<file path="config.mk">
export PLATFORM = sky130hd
export DESIGN_NAME = debounced_matrix_key_rollover
export DESIGN_NICKNAME = d
export VERILOG_FILES = /design/src/sv/dmkr_pkg.sv /design/src/sv/dmkr_frame_store.sv /design/src/sv/dmkr_rollover_engine.sv /design/src/sv/debounced_matrix_key_rollover.sv
export VERILOG_INCLUDE_DIRS = /design/src /design/src/sv
export SDC_FILE = /design/constraint.sdc
export NUM_CORES = 1
export LEC_CHECK = 0
export BUFFER_PORTS_ARGS = -buffer_cell sky130_fd_sc_hd__buf_2
export CAP_MARGIN = 40
export CORE_ASPECT_RATIO = 1.25
export CORE_MARGIN = 1.5
export CORE_UTILIZATION = 65
export CTS_CLUSTER_SIZE = 10
export DETAILED_ROUTE_END_ITERATION = 10
export PLACE_DENSITY_LB_ADDON = 0.05
export REMOVE_ABC_BUFFERS = 1
export SLEW_MARGIN = 20
export SYNTH_ARGS = -nofsm -noshare
export SYNTH_HDL_FRONTEND = slang
export SYNTH_HIERARCHICAL = 1
export SYNTH_SLANG_ARGS = --single-unit
</file>
<file path="constraint.sdc">
create_clock -name clk -period 5.5 [get_ports clk]
set_input_delay 0.825 -clock clk [delete_from_list [all_inputs] [get_ports clk]]
set_output_delay 0.825 -clock clk [all_outputs]
set_load 0.005 [all_outputs]
</file>
<file path="src/sv/debounced_matrix_key_rollover_macros.svh">
// assertion helpers for the key rollover block
`ifndef DEBOUNCED_MATRIX_KEY_ROLLOVER_MACROS_SVH
`define DEBOUNCED_MATRIX_KEY_ROLLOVER_MACROS_SVH

// same-cycle implication
`define DMKR_ASSERT_IMP(label, ck, rs, ante, cons) \
  label: assert property (@(posedge ck) disable iff (rs) (ante) |-> (cons)) \
    else $error("dmkr assertion failed");

// next-cycle implication
`define DMKR_ASSERT_NXT(label, ck, rs, ante, cons) \
  label: assert property (@(posedge ck) disable iff (rs) (ante) |=> (cons)) \
    else $error("dmkr assertion failed");

`endif

</file>
<file path="src/sv/dmkr_pkg.sv">
package dmkr_pkg;

  localparam int ROWS           = 12;
  localparam int COLUMNS        = 11;
  localparam int MAX_KEYS       = 6;
  localparam int DEPTH          = 3;

  localparam int ROW_W          = 4;
  localparam int COL_IN_W       = 11;
  localparam int KEY_W          = 8;
  localparam int COUNT_W        = 3;

  localparam int ENTRIES        = DEPTH * ROWS;
  localparam int ADDR_W         = $clog2(ENTRIES);
  localparam int SLOT_W         = 2;
  localparam int COL_CNT_W      = $clog2(COLUMNS);
  localparam int LIST_IDX_W     = $clog2(MAX_KEYS);
  localparam int NEW_CNT_W      = $clog2(MAX_KEYS + 1);
  localparam int MERGE_W        = $clog2(2 * MAX_KEYS);

  localparam int IN_TDATA_W     = 16;
  localparam int OUT_TDATA_W    = 56;

  localparam logic [ROW_W-1:0]     LAST_ROW  = ROW_W'(ROWS - 1);
  localparam logic [COUNT_W-1:0]   COUNT_MAX = COUNT_W'(MAX_KEYS);
  localparam logic [COL_IN_W-1:0]  COL_MASK  =
    (COLUMNS >= COL_IN_W) ? {COL_IN_W{1'b1}} : COL_IN_W'((1 << COLUMNS) - 1);

  typedef logic [KEY_W-1:0]    key_t;
  typedef logic [COL_IN_W-1:0] col_word_t;

  typedef struct packed {
    key_t [MAX_KEYS-1:0] keys;
    logic [COUNT_W-1:0]  count;
  } result_t;

  typedef struct packed {
    logic              wr_en;
    logic [ADDR_W-1:0] wr_addr;
    col_word_t         wr_data;
    logic [ADDR_W-1:0] rd_addr;
  } mem_req_t;

  typedef enum logic [2:0] {
    ST_IDLE,
    ST_LOAD,
    ST_FOLD,
    ST_WALK,
    ST_MERGE,
    ST_CHECK,
    ST_EMIT
  } engine_state_t;

  function automatic logic [ADDR_W-1:0] frame_addr(input logic [SLOT_W-1:0] slot,
                                                   input logic [ROW_W-1:0]  row);
    frame_addr = ADDR_W'(slot) * ADDR_W'(ROWS) + ADDR_W'(row);
  endfunction

endpackage

</file>
<file path="src/sv/dmkr_frame_store.sv">
module dmkr_frame_store (
  input  logic                clk,
  input  logic                rst,
  input  dmkr_pkg::mem_req_t  req,
  output dmkr_pkg::col_word_t rd_data
);

  dmkr_pkg::col_word_t               mem [dmkr_pkg::ENTRIES];
  logic [dmkr_pkg::ENTRIES-1:0]      valid;
  dmkr_pkg::col_word_t               rd_word;
  logic                              rd_hit;

  always_ff @(posedge clk) begin
    if (req.wr_en) begin
      mem[req.wr_addr] <= req.wr_data;
    end
    rd_word <= mem[req.rd_addr];
  end

  // entries never written read as zero
  always_ff @(posedge clk) begin
    if (rst) begin
      valid  <= '0;
      rd_hit <= 1'b0;
    end else begin
      if (req.wr_en) begin
        valid[req.wr_addr] <= 1'b1;
      end
      rd_hit <= valid[req.rd_addr];
    end
  end

  assign rd_data = rd_hit ? rd_word : '0;

endmodule

</file>
<file path="src/sv/dmkr_rollover_engine.sv">
module dmkr_rollover_engine (
  input  logic                         clk,
  input  logic                         rst,
  input  logic                         in_valid,
  output logic                         in_ready,
  input  logic [dmkr_pkg::ROW_W-1:0]   in_row,
  input  dmkr_pkg::col_word_t          in_bits,
  output dmkr_pkg::mem_req_t           mem_req,
  input  dmkr_pkg::col_word_t          rd_data,
  output logic                         res_valid,
  input  logic                         res_ready,
  output dmkr_pkg::result_t            res
);

  dmkr_pkg::engine_state_t state, state_next;

  logic [dmkr_pkg::SLOT_W-1:0]     slot;
  logic [dmkr_pkg::ROW_W-1:0]      row_cnt;
  logic [dmkr_pkg::SLOT_W-1:0]     dep_cnt;
  logic [dmkr_pkg::COL_CNT_W-1:0]  col_cnt;
  dmkr_pkg::key_t                  pos;
  dmkr_pkg::col_word_t             acc;
  dmkr_pkg::col_word_t             stable;
  logic [dmkr_pkg::MAX_KEYS-1:0]   keep;
  dmkr_pkg::key_t                  new_list  [dmkr_pkg::MAX_KEYS];
  logic [dmkr_pkg::NEW_CNT_W-1:0]  new_cnt;
  logic [dmkr_pkg::MERGE_W-1:0]    merge_cnt;
  dmkr_pkg::key_t                  next_list [dmkr_pkg::MAX_KEYS];
  logic [dmkr_pkg::NEW_CNT_W-1:0]  next_total;
  dmkr_pkg::key_t                  held_list [dmkr_pkg::MAX_KEYS];
  logic [dmkr_pkg::NEW_CNT_W-1:0]  held_total;

  logic                            accept;
  logic                            frame_end;
  logic [dmkr_pkg::MAX_KEYS-1:0]   hit_vec;
  logic                            key_on;
  logic                            cand_valid;
  dmkr_pkg::key_t                  cand_key;
  logic [dmkr_pkg::MERGE_W-1:0]    new_idx;
  logic                            changed;

  assign accept    = in_valid && in_ready;
  assign frame_end = accept && (in_row == dmkr_pkg::LAST_ROW);
  assign key_on    = stable[col_cnt];
  assign new_idx   = merge_cnt - dmkr_pkg::MERGE_W'(dmkr_pkg::MAX_KEYS);

  // old list entries matching the key under the walk
  always_comb begin
    for (int i = 0; i < dmkr_pkg::MAX_KEYS; i++) begin
      hit_vec[i] = (dmkr_pkg::NEW_CNT_W'(i) < held_total) && (held_list[i] == pos);
    end
  end

  // merge step: kept old keys first, then new ones
  always_comb begin
    cand_valid = 1'b0;
    cand_key   = '0;
    if (merge_cnt < dmkr_pkg::MERGE_W'(dmkr_pkg::MAX_KEYS)) begin
      cand_valid = keep[merge_cnt[dmkr_pkg::LIST_IDX_W-1:0]];
      cand_key   = held_list[merge_cnt[dmkr_pkg::LIST_IDX_W-1:0]];
    end else begin
      cand_valid = (dmkr_pkg::NEW_CNT_W'(new_idx) < new_cnt);
      cand_key   = new_list[new_idx[dmkr_pkg::LIST_IDX_W-1:0]];
    end
    if (next_total >= dmkr_pkg::NEW_CNT_W'(dmkr_pkg::MAX_KEYS)) begin
      cand_valid = 1'b0;
    end
  end

  always_comb begin
    changed = (next_total != held_total);
    for (int i = 0; i < dmkr_pkg::MAX_KEYS; i++) begin
      if ((dmkr_pkg::NEW_CNT_W'(i) < next_total) && (next_list[i] != held_list[i])) begin
        changed = 1'b1;
      end
    end
  end

  always_comb begin
    state_next = state;
    unique case (state)
      dmkr_pkg::ST_IDLE: begin
        if (frame_end) state_next = dmkr_pkg::ST_LOAD;
      end
      dmkr_pkg::ST_LOAD: begin
        if (dep_cnt == dmkr_pkg::SLOT_W'(dmkr_pkg::DEPTH - 1)) state_next = dmkr_pkg::ST_FOLD;
      end
      dmkr_pkg::ST_FOLD: begin
        state_next = dmkr_pkg::ST_WALK;
      end
      dmkr_pkg::ST_WALK: begin
        if (col_cnt == dmkr_pkg::COL_CNT_W'(dmkr_pkg::COLUMNS - 1)) begin
          state_next = (row_cnt == dmkr_pkg::LAST_ROW) ? dmkr_pkg::ST_MERGE : dmkr_pkg::ST_LOAD;
        end
      end
      dmkr_pkg::ST_MERGE: begin
        if (merge_cnt == dmkr_pkg::MERGE_W'(2 * dmkr_pkg::MAX_KEYS - 1)) begin
          state_next = dmkr_pkg::ST_CHECK;
        end
      end
      dmkr_pkg::ST_CHECK: begin
        state_next = changed ? dmkr_pkg::ST_EMIT : dmkr_pkg::ST_IDLE;
      end
      dmkr_pkg::ST_EMIT: begin
        if (res_ready) state_next = dmkr_pkg::ST_IDLE;
      end
      default: state_next = dmkr_pkg::ST_IDLE;
    endcase
  end

  always_comb begin
    in_ready        = 1'b0;
    res_valid       = 1'b0;
    mem_req.wr_en   = 1'b0;
    mem_req.wr_addr = dmkr_pkg::frame_addr(slot, in_row);
    mem_req.wr_data = in_bits & dmkr_pkg::COL_MASK;
    mem_req.rd_addr = dmkr_pkg::frame_addr(dep_cnt, row_cnt);
    unique case (state)
      dmkr_pkg::ST_IDLE: begin
        in_ready      = !rst;
        mem_req.wr_en = in_valid && !rst && (32'(in_row) < dmkr_pkg::ROWS);
      end
      dmkr_pkg::ST_EMIT: begin
        res_valid = 1'b1;
      end
      default: begin
        in_ready = 1'b0;
      end
    endcase
    res.count = dmkr_pkg::COUNT_W'(held_total);
    for (int i = 0; i < dmkr_pkg::MAX_KEYS; i++) begin
      res.keys[i] = (dmkr_pkg::NEW_CNT_W'(i) < held_total) ? held_list[i] : '0;
    end
  end

  // control state
  always_ff @(posedge clk) begin
    if (rst) begin
      state      <= dmkr_pkg::ST_IDLE;
      slot       <= '0;
      held_total <= '0;
      for (int i = 0; i < dmkr_pkg::MAX_KEYS; i++) held_list[i] <= '0;
    end else begin
      state <= state_next;
      if (frame_end) begin
        slot <= (slot == dmkr_pkg::SLOT_W'(dmkr_pkg::DEPTH - 1)) ? '0 : slot + 1'b1;
      end
      if (state == dmkr_pkg::ST_CHECK && changed) begin
        held_total <= next_total;
        for (int i = 0; i < dmkr_pkg::MAX_KEYS; i++) held_list[i] <= next_list[i];
      end
    end
  end

  // frame pass datapath
  always_ff @(posedge clk) begin
    unique case (state)
      dmkr_pkg::ST_IDLE: begin
        row_cnt    <= '0;
        dep_cnt    <= '0;
        col_cnt    <= '0;
        pos        <= '0;
        keep       <= '0;
        new_cnt    <= '0;
        merge_cnt  <= '0;
        next_total <= '0;
        for (int i = 0; i < dmkr_pkg::MAX_KEYS; i++) next_list[i] <= '0;
      end
      dmkr_pkg::ST_LOAD: begin
        dep_cnt <= (dep_cnt == dmkr_pkg::SLOT_W'(dmkr_pkg::DEPTH - 1)) ? '0 : dep_cnt + 1'b1;
        acc     <= (dep_cnt == '0) ? '1 : (acc & rd_data);
      end
      dmkr_pkg::ST_FOLD: begin
        stable  <= acc & rd_data;
        col_cnt <= '0;
      end
      dmkr_pkg::ST_WALK: begin
        if (key_on) begin
          keep <= keep | hit_vec;
          if (hit_vec == '0 && new_cnt < dmkr_pkg::NEW_CNT_W'(dmkr_pkg::MAX_KEYS)) begin
            new_list[new_cnt[dmkr_pkg::LIST_IDX_W-1:0]] <= pos;
            new_cnt <= new_cnt + 1'b1;
          end
        end
        pos <= pos + 1'b1;
        if (col_cnt == dmkr_pkg::COL_CNT_W'(dmkr_pkg::COLUMNS - 1)) begin
          col_cnt <= '0;
          row_cnt <= row_cnt + 1'b1;
        end else begin
          col_cnt <= col_cnt + 1'b1;
        end
      end
      dmkr_pkg::ST_MERGE: begin
        if (cand_valid) begin
          next_list[next_total[dmkr_pkg::LIST_IDX_W-1:0]] <= cand_key;
          next_total <= next_total + 1'b1;
        end
        merge_cnt <= merge_cnt + 1'b1;
      end
      default: begin
        merge_cnt <= '0;
      end
    endcase
  end

endmodule

</file>
<file path="src/sv/debounced_matrix_key_rollover.sv">
// channel   dir  tdata fields (lowest bit up)
// s_axis    in   row_index[3:0], column_bits[14:4], zero pad to 16
// m_axis    out  held_count[2:0], slot0_key..slot5_key 8 bits each, zero pad to 56
//
// a row with an index below 12 is written to the frame store; unless it ends a frame, ready stays high
// the last row starts a frame pass: per row 3 frame-store reads, a fold and an
// 11-column walk, then a merge of the kept and new key lists, a compare and,
// if the list changed, the hand-over to the output register; ready returns after that
// the pass is set by the single read port of the frame store and the walk of one key a cycle
// reset is synchronous; frame-store valid bits clear at once, no clearing pass
// a stalled output holds one item; the pass waits at hand-over while it is full
`include "debounced_matrix_key_rollover_macros.svh"

module debounced_matrix_key_rollover (
  input  logic                                clk,
  input  logic                                rst,
  input  logic                                s_axis_tvalid,
  output logic                                s_axis_tready,
  // row_index[3:0], column_bits[14:4], zeros above
  input  logic [dmkr_pkg::IN_TDATA_W-1:0]     s_axis_tdata,
  output logic                                m_axis_tvalid,
  input  logic                                m_axis_tready,
  // held_count[2:0], slot0_key[10:3] .. slot5_key[50:43], zeros above
  output logic [dmkr_pkg::OUT_TDATA_W-1:0]    m_axis_tdata
);

  localparam int OUT_PAD = dmkr_pkg::OUT_TDATA_W - $bits(dmkr_pkg::result_t);

  logic [dmkr_pkg::ROW_W-1:0] in_row;
  dmkr_pkg::col_word_t        in_bits;
  dmkr_pkg::mem_req_t         mem_req;
  dmkr_pkg::col_word_t        rd_data;
  logic                       res_valid;
  logic                       res_ready;
  dmkr_pkg::result_t          res;

  // output register
  logic                       out_valid;
  dmkr_pkg::result_t          out_data;

  // unpack the incoming row item
  assign in_row  = s_axis_tdata[dmkr_pkg::ROW_W-1:0];
  assign in_bits = s_axis_tdata[dmkr_pkg::ROW_W +: dmkr_pkg::COL_IN_W];

  // history of the last frames, one row word per entry
  dmkr_frame_store u_store (
    .clk     (clk),
    .rst     (rst),
    .req     (mem_req),
    .rd_data (rd_data)
  );

  // frame pass: debounce fold, key walk, list rebuild
  dmkr_rollover_engine u_engine (
    .clk       (clk),
    .rst       (rst),
    .in_valid  (s_axis_tvalid),
    .in_ready  (s_axis_tready),
    .in_row    (in_row),
    .in_bits   (in_bits),
    .mem_req   (mem_req),
    .rd_data   (rd_data),
    .res_valid (res_valid),
    .res_ready (res_ready),
    .res       (res)
  );

  // take a new report when the register is empty or draining this cycle
  assign res_ready = !out_valid || m_axis_tready;

  always_ff @(posedge clk) begin
    if (rst) begin
      out_valid <= 1'b0;
    end else if (res_ready) begin
      out_valid <= res_valid;
    end
  end

  always_ff @(posedge clk) begin
    if (res_valid && res_ready) begin
      out_data <= res;
    end
  end

  assign m_axis_tvalid = out_valid;
  assign m_axis_tdata  = {{OUT_PAD{1'b0}}, out_data};

  // last row of a frame starts the pass, so the input side goes busy
  `DMKR_ASSERT_NXT(a_frame_end_busy, clk, rst, s_axis_tvalid && s_axis_tready && in_row == dmkr_pkg::LAST_ROW, !s_axis_tready)
  // a report handed over is shown on the output next cycle
  `DMKR_ASSERT_NXT(a_report_lands, clk, rst, res_valid && res_ready, m_axis_tvalid)
  // no report holds more keys than the list has room for
  `DMKR_ASSERT_IMP(a_count_bound, clk, rst, out_valid, out_data.count <= dmkr_pkg::COUNT_MAX)

endmodule
</file>
==> summary.txt <==
minimum clock period -> 3.887 ns
Post-CTS Repair Setup Buffers -> 0
grt ovf -> 0
final net count -> 1973
Final Hold Vio Count -> 0
Netlist cell types -> 66
CTS root buf -> clkbuf_16
Worst Setup SP -> u_engine/merge_cnt[1]$_DFFE_PN_
Slew @ Worst Pin -> 0.8964 ns
outcome -> finished clean
peak fanout along the critical path -> 17
footprint of the multi-input gates -> 8362 um^2
clock sink count -> 707
cts hold-fix bufs -> 0
post-DP HPWL -> 41660 um
r2r worst-path depth -> 7
Post-synth ARST share -> 0
final WL -> 64080 um
CP Launch Type -> flip-flop
post-synth top area share -> 0.6538
Design Area, Final -> 32940 um^2
max incr delay on CP -> 0.74 ns
register area -> 20630 um^2
Initial DRC Count -> 1219
CTS tree -> yes
YS warnings -> 6
post-synthesis sequential area ratio -> 0.6943
Pre-antenna DRT Iters -> 5
unrepaired setup endpoints after global routing -> false
Longest Clk Path Bufs -> 3
cell at the slowest stage of the critical path -> ha_1
WP data required -> 5.74 ns
post-CTS resize count -> 0
worst-path cell chain -> ha_1, ha_1, a21oi_1, o221ai_1, a21oi_1, nand2_1, a21oi_1
Setup TNS -> 0 ns
Die Wd -> 194.2 um
Routed wire per std cell -> 25.16 um
Post-synth EDFFs -> 647
number of CTS-inserted buffers -> 80
average cell area after synthesis -> 16.28 um^2
reg-to-reg startpoint -> u_engine/merge_cnt[1]$_DFFE_PN_
chip height -> 242.1 um
Cell Rows -> 87
Post-Syn Area -> 29710 um^2
count of final setup violators -> 0
share of cells above drive strength 1 -> 0.2138
Worst EP arrival -> 4.13 ns
IO Pins -> 78
pwr dens -> 329.8 nW/um^2
pin count of the biggest net entering global routing -> 136
clk_lat worst skew -> 0.62 ns
Setup crit end kind -> flip-flop
most frequent cell after synthesis -> edfxtp_1
hold crit path type -> reg2reg
routability-driven placement congestion ratio -> 0.8802
core footprint -> 45170 um^2
Tot GR Track Use -> 0.2785
Slew Viols, Final -> 0
Seq cells post-synth -> 707
ant diodes -> 0
Util after Layout -> 0.7291
IO Port Bufs -> 71
ANT nets after route -> 0
clock transition at the registers of the reported paths -> 0.05 ns
Reg2Reg Capture Point -> u_engine/next_list[5][1]$_DFFE_PP_
Worst Clk Skew -> 0.01659 ns
Pleak -> 0.01114 uW
worst setup path end -> u_engine/next_list[5][1]$_DFFE_PP_
Final period util -> 0.7067
worst ir drop on vdd -> 0.4053 mV
Top cell by count, worst path -> a21oi_1
total power -> 10860 uW
antenna violations before repair -> 0
Filler cells -> 2812
Max-slew headroom -> 0.4024
Setup CP Type -> reg2reg
Commonest cells post-synth -> 647 x edfxtp_1, 198 x nor2_1, 97 x mux4_2, 93 x and2_1, 67 x xnor2_1
Area Overhead vs Synth -> 10.85%
total die area -> 47020 um^2
number of global-route vias before repair -> 16010
area leader, netlist -> edfxtp_1
ys flop type -> edfxtp_1
Initial Utilization -> 0.6578
Via density -> 6.213
Vias -> 15820
detailed-route DRC error count -> 0
global-route wire length before repair -> 96050 um
max-cap viol count -> 0
synthesized instance count -> 1825
H-tree levels -> 3
Fmax -> 257.3 MHz
placed cell area -> 30650 um^2
synth top area cells -> edfxtp_1 65%, mux4_2 7.4%, dfxtp_1 4.0%
r2r setup slk -> 1.61 ns
worst min-delay path by stage:
stage                                   start                        endpoint  slack [ns]  cells after the start
5_1_grt        u_store/valid[17]$_SDFFE_PP0P_  u_store/valid[17]$_SDFFE_PP0P_        0.48                      2
6_report       u_store/valid[17]$_SDFFE_PP0P_  u_store/valid[17]$_SDFFE_PP0P_        0.47                      2
2_1_floorplan  u_store/valid[17]$_SDFFE_PP0P_  u_store/valid[17]$_SDFFE_PP0P_        0.43                      2
3_5_place_dp   u_store/valid[17]$_SDFFE_PP0P_  u_store/valid[17]$_SDFFE_PP0P_        0.45                      2
3_3_place_gp   u_store/valid[19]$_SDFFE_PP0P_  u_store/valid[19]$_SDFFE_PP0P_        0.44                      2
4_1_cts        u_store/valid[17]$_SDFFE_PP0P_  u_store/valid[17]$_SDFFE_PP0P_        0.47                      2
through the flow:
stage                     setup slack [ns]  hold WS (ns)  std cells
after detailed placement             1.604        0.4544       2423
after floorplan                     0.4269        0.4316       1718
final                                1.613        0.4654       2547
after global placement               1.589        0.4410       2411
after CTS                            1.598        0.4664       2545
after global routing                 1.310        0.4824       2547
cell usage in the layout, fill, tap and decap left out, types with 21 or more instances in the layout:
cell type  count
edfxtp_1     647
clkbuf_16     82
inv_1         25
nor2_1       189
dfxtp_1       60
mux4_2        97
clkbuf_1      34
a21oi_1       28
xnor2_1       67
xor2_1        47
and2_1        93
mux2i_1       51
buf_2         73
nand2_1       37
ha_1          21
o22ai_1       46
mux2_2        44
nor2b_1       36
buf_4         47
per-layer routing:
| metal | part of all wire | routed length, um | global-route usage |
|---|---|---|---|
| met5 | 0 | 0 | 0 |
| met3 | 0.053 | 3415 | 0.03689 |
| met2 | 0.54 | 34370 | 0.5060 |
| met1 | 0.36 | 23250 | 0.3234 |
| met4 | 0.048 | 3046 | 0.1434 |
power breakdown:
| group | total, uW | leakage [uW] | switching (uW) | internal [uW] |
|---|---|---|---|---|
| combinational | 262 | 0.00333 | 172 | 90.4 |
| clock | 4680 | 0.00109 | 1960 | 2730 |
| sequential | 5920 | 0.00672 | 37.6 | 5880 |
layout make-up:
| cell class | count | area share |
|---|---|---|
| clock buffer | 116 | 0.06617 |
| clock inverter | 6 | 0.002355 |
| inverter | 25 | 0.002849 |
| multi-input combinational | 986 | 0.2539 |
| sequential | 707 | 0.6263 |
| tap | 578 | 0.02196 |
| timing repair buffer | 129 | 0.02648 |
cell families (layout without fill, tap and decap cells):
family / after synthesis / after routing / share of synthesized area
AOI/OAI and AO/OA: 147 / 147 / 0.03849
xor gates and xnor gates: 114 / 114 / 0.03360
adders and majority gates: 24 / 24 / 0.01061
buffers and inverters: 136 / 276 / 0.02665
DFF: 707 / 707 / 0.6943
muxes: 196 / 196 / 0.1109
other: 1 / 5 / 0.0001262
and+or+nand+nor: 500 / 500 / 0.08535
critical path, delay by kind of cell (launching register included):
kind	cells	cell delay [ns]
flops	1	0.65
fa+ha+maj	2	1.07
simple gates	1	0.14
compound gates	4	1.67
sequential cells by signal, summed over array words and instances, names as in the netlist, 11 cells and up, named ones only:
register	flops
u_store/rd_word	11
u_store/mem	396
u_engine/new_list	48
u_engine/stable	11
m_axis_tdata	51
u_engine/acc	11
u_engine/held_list	48
u_engine/next_list	48
u_store/valid	36
No activity file was read; power rests on OpenSTA's default activity.
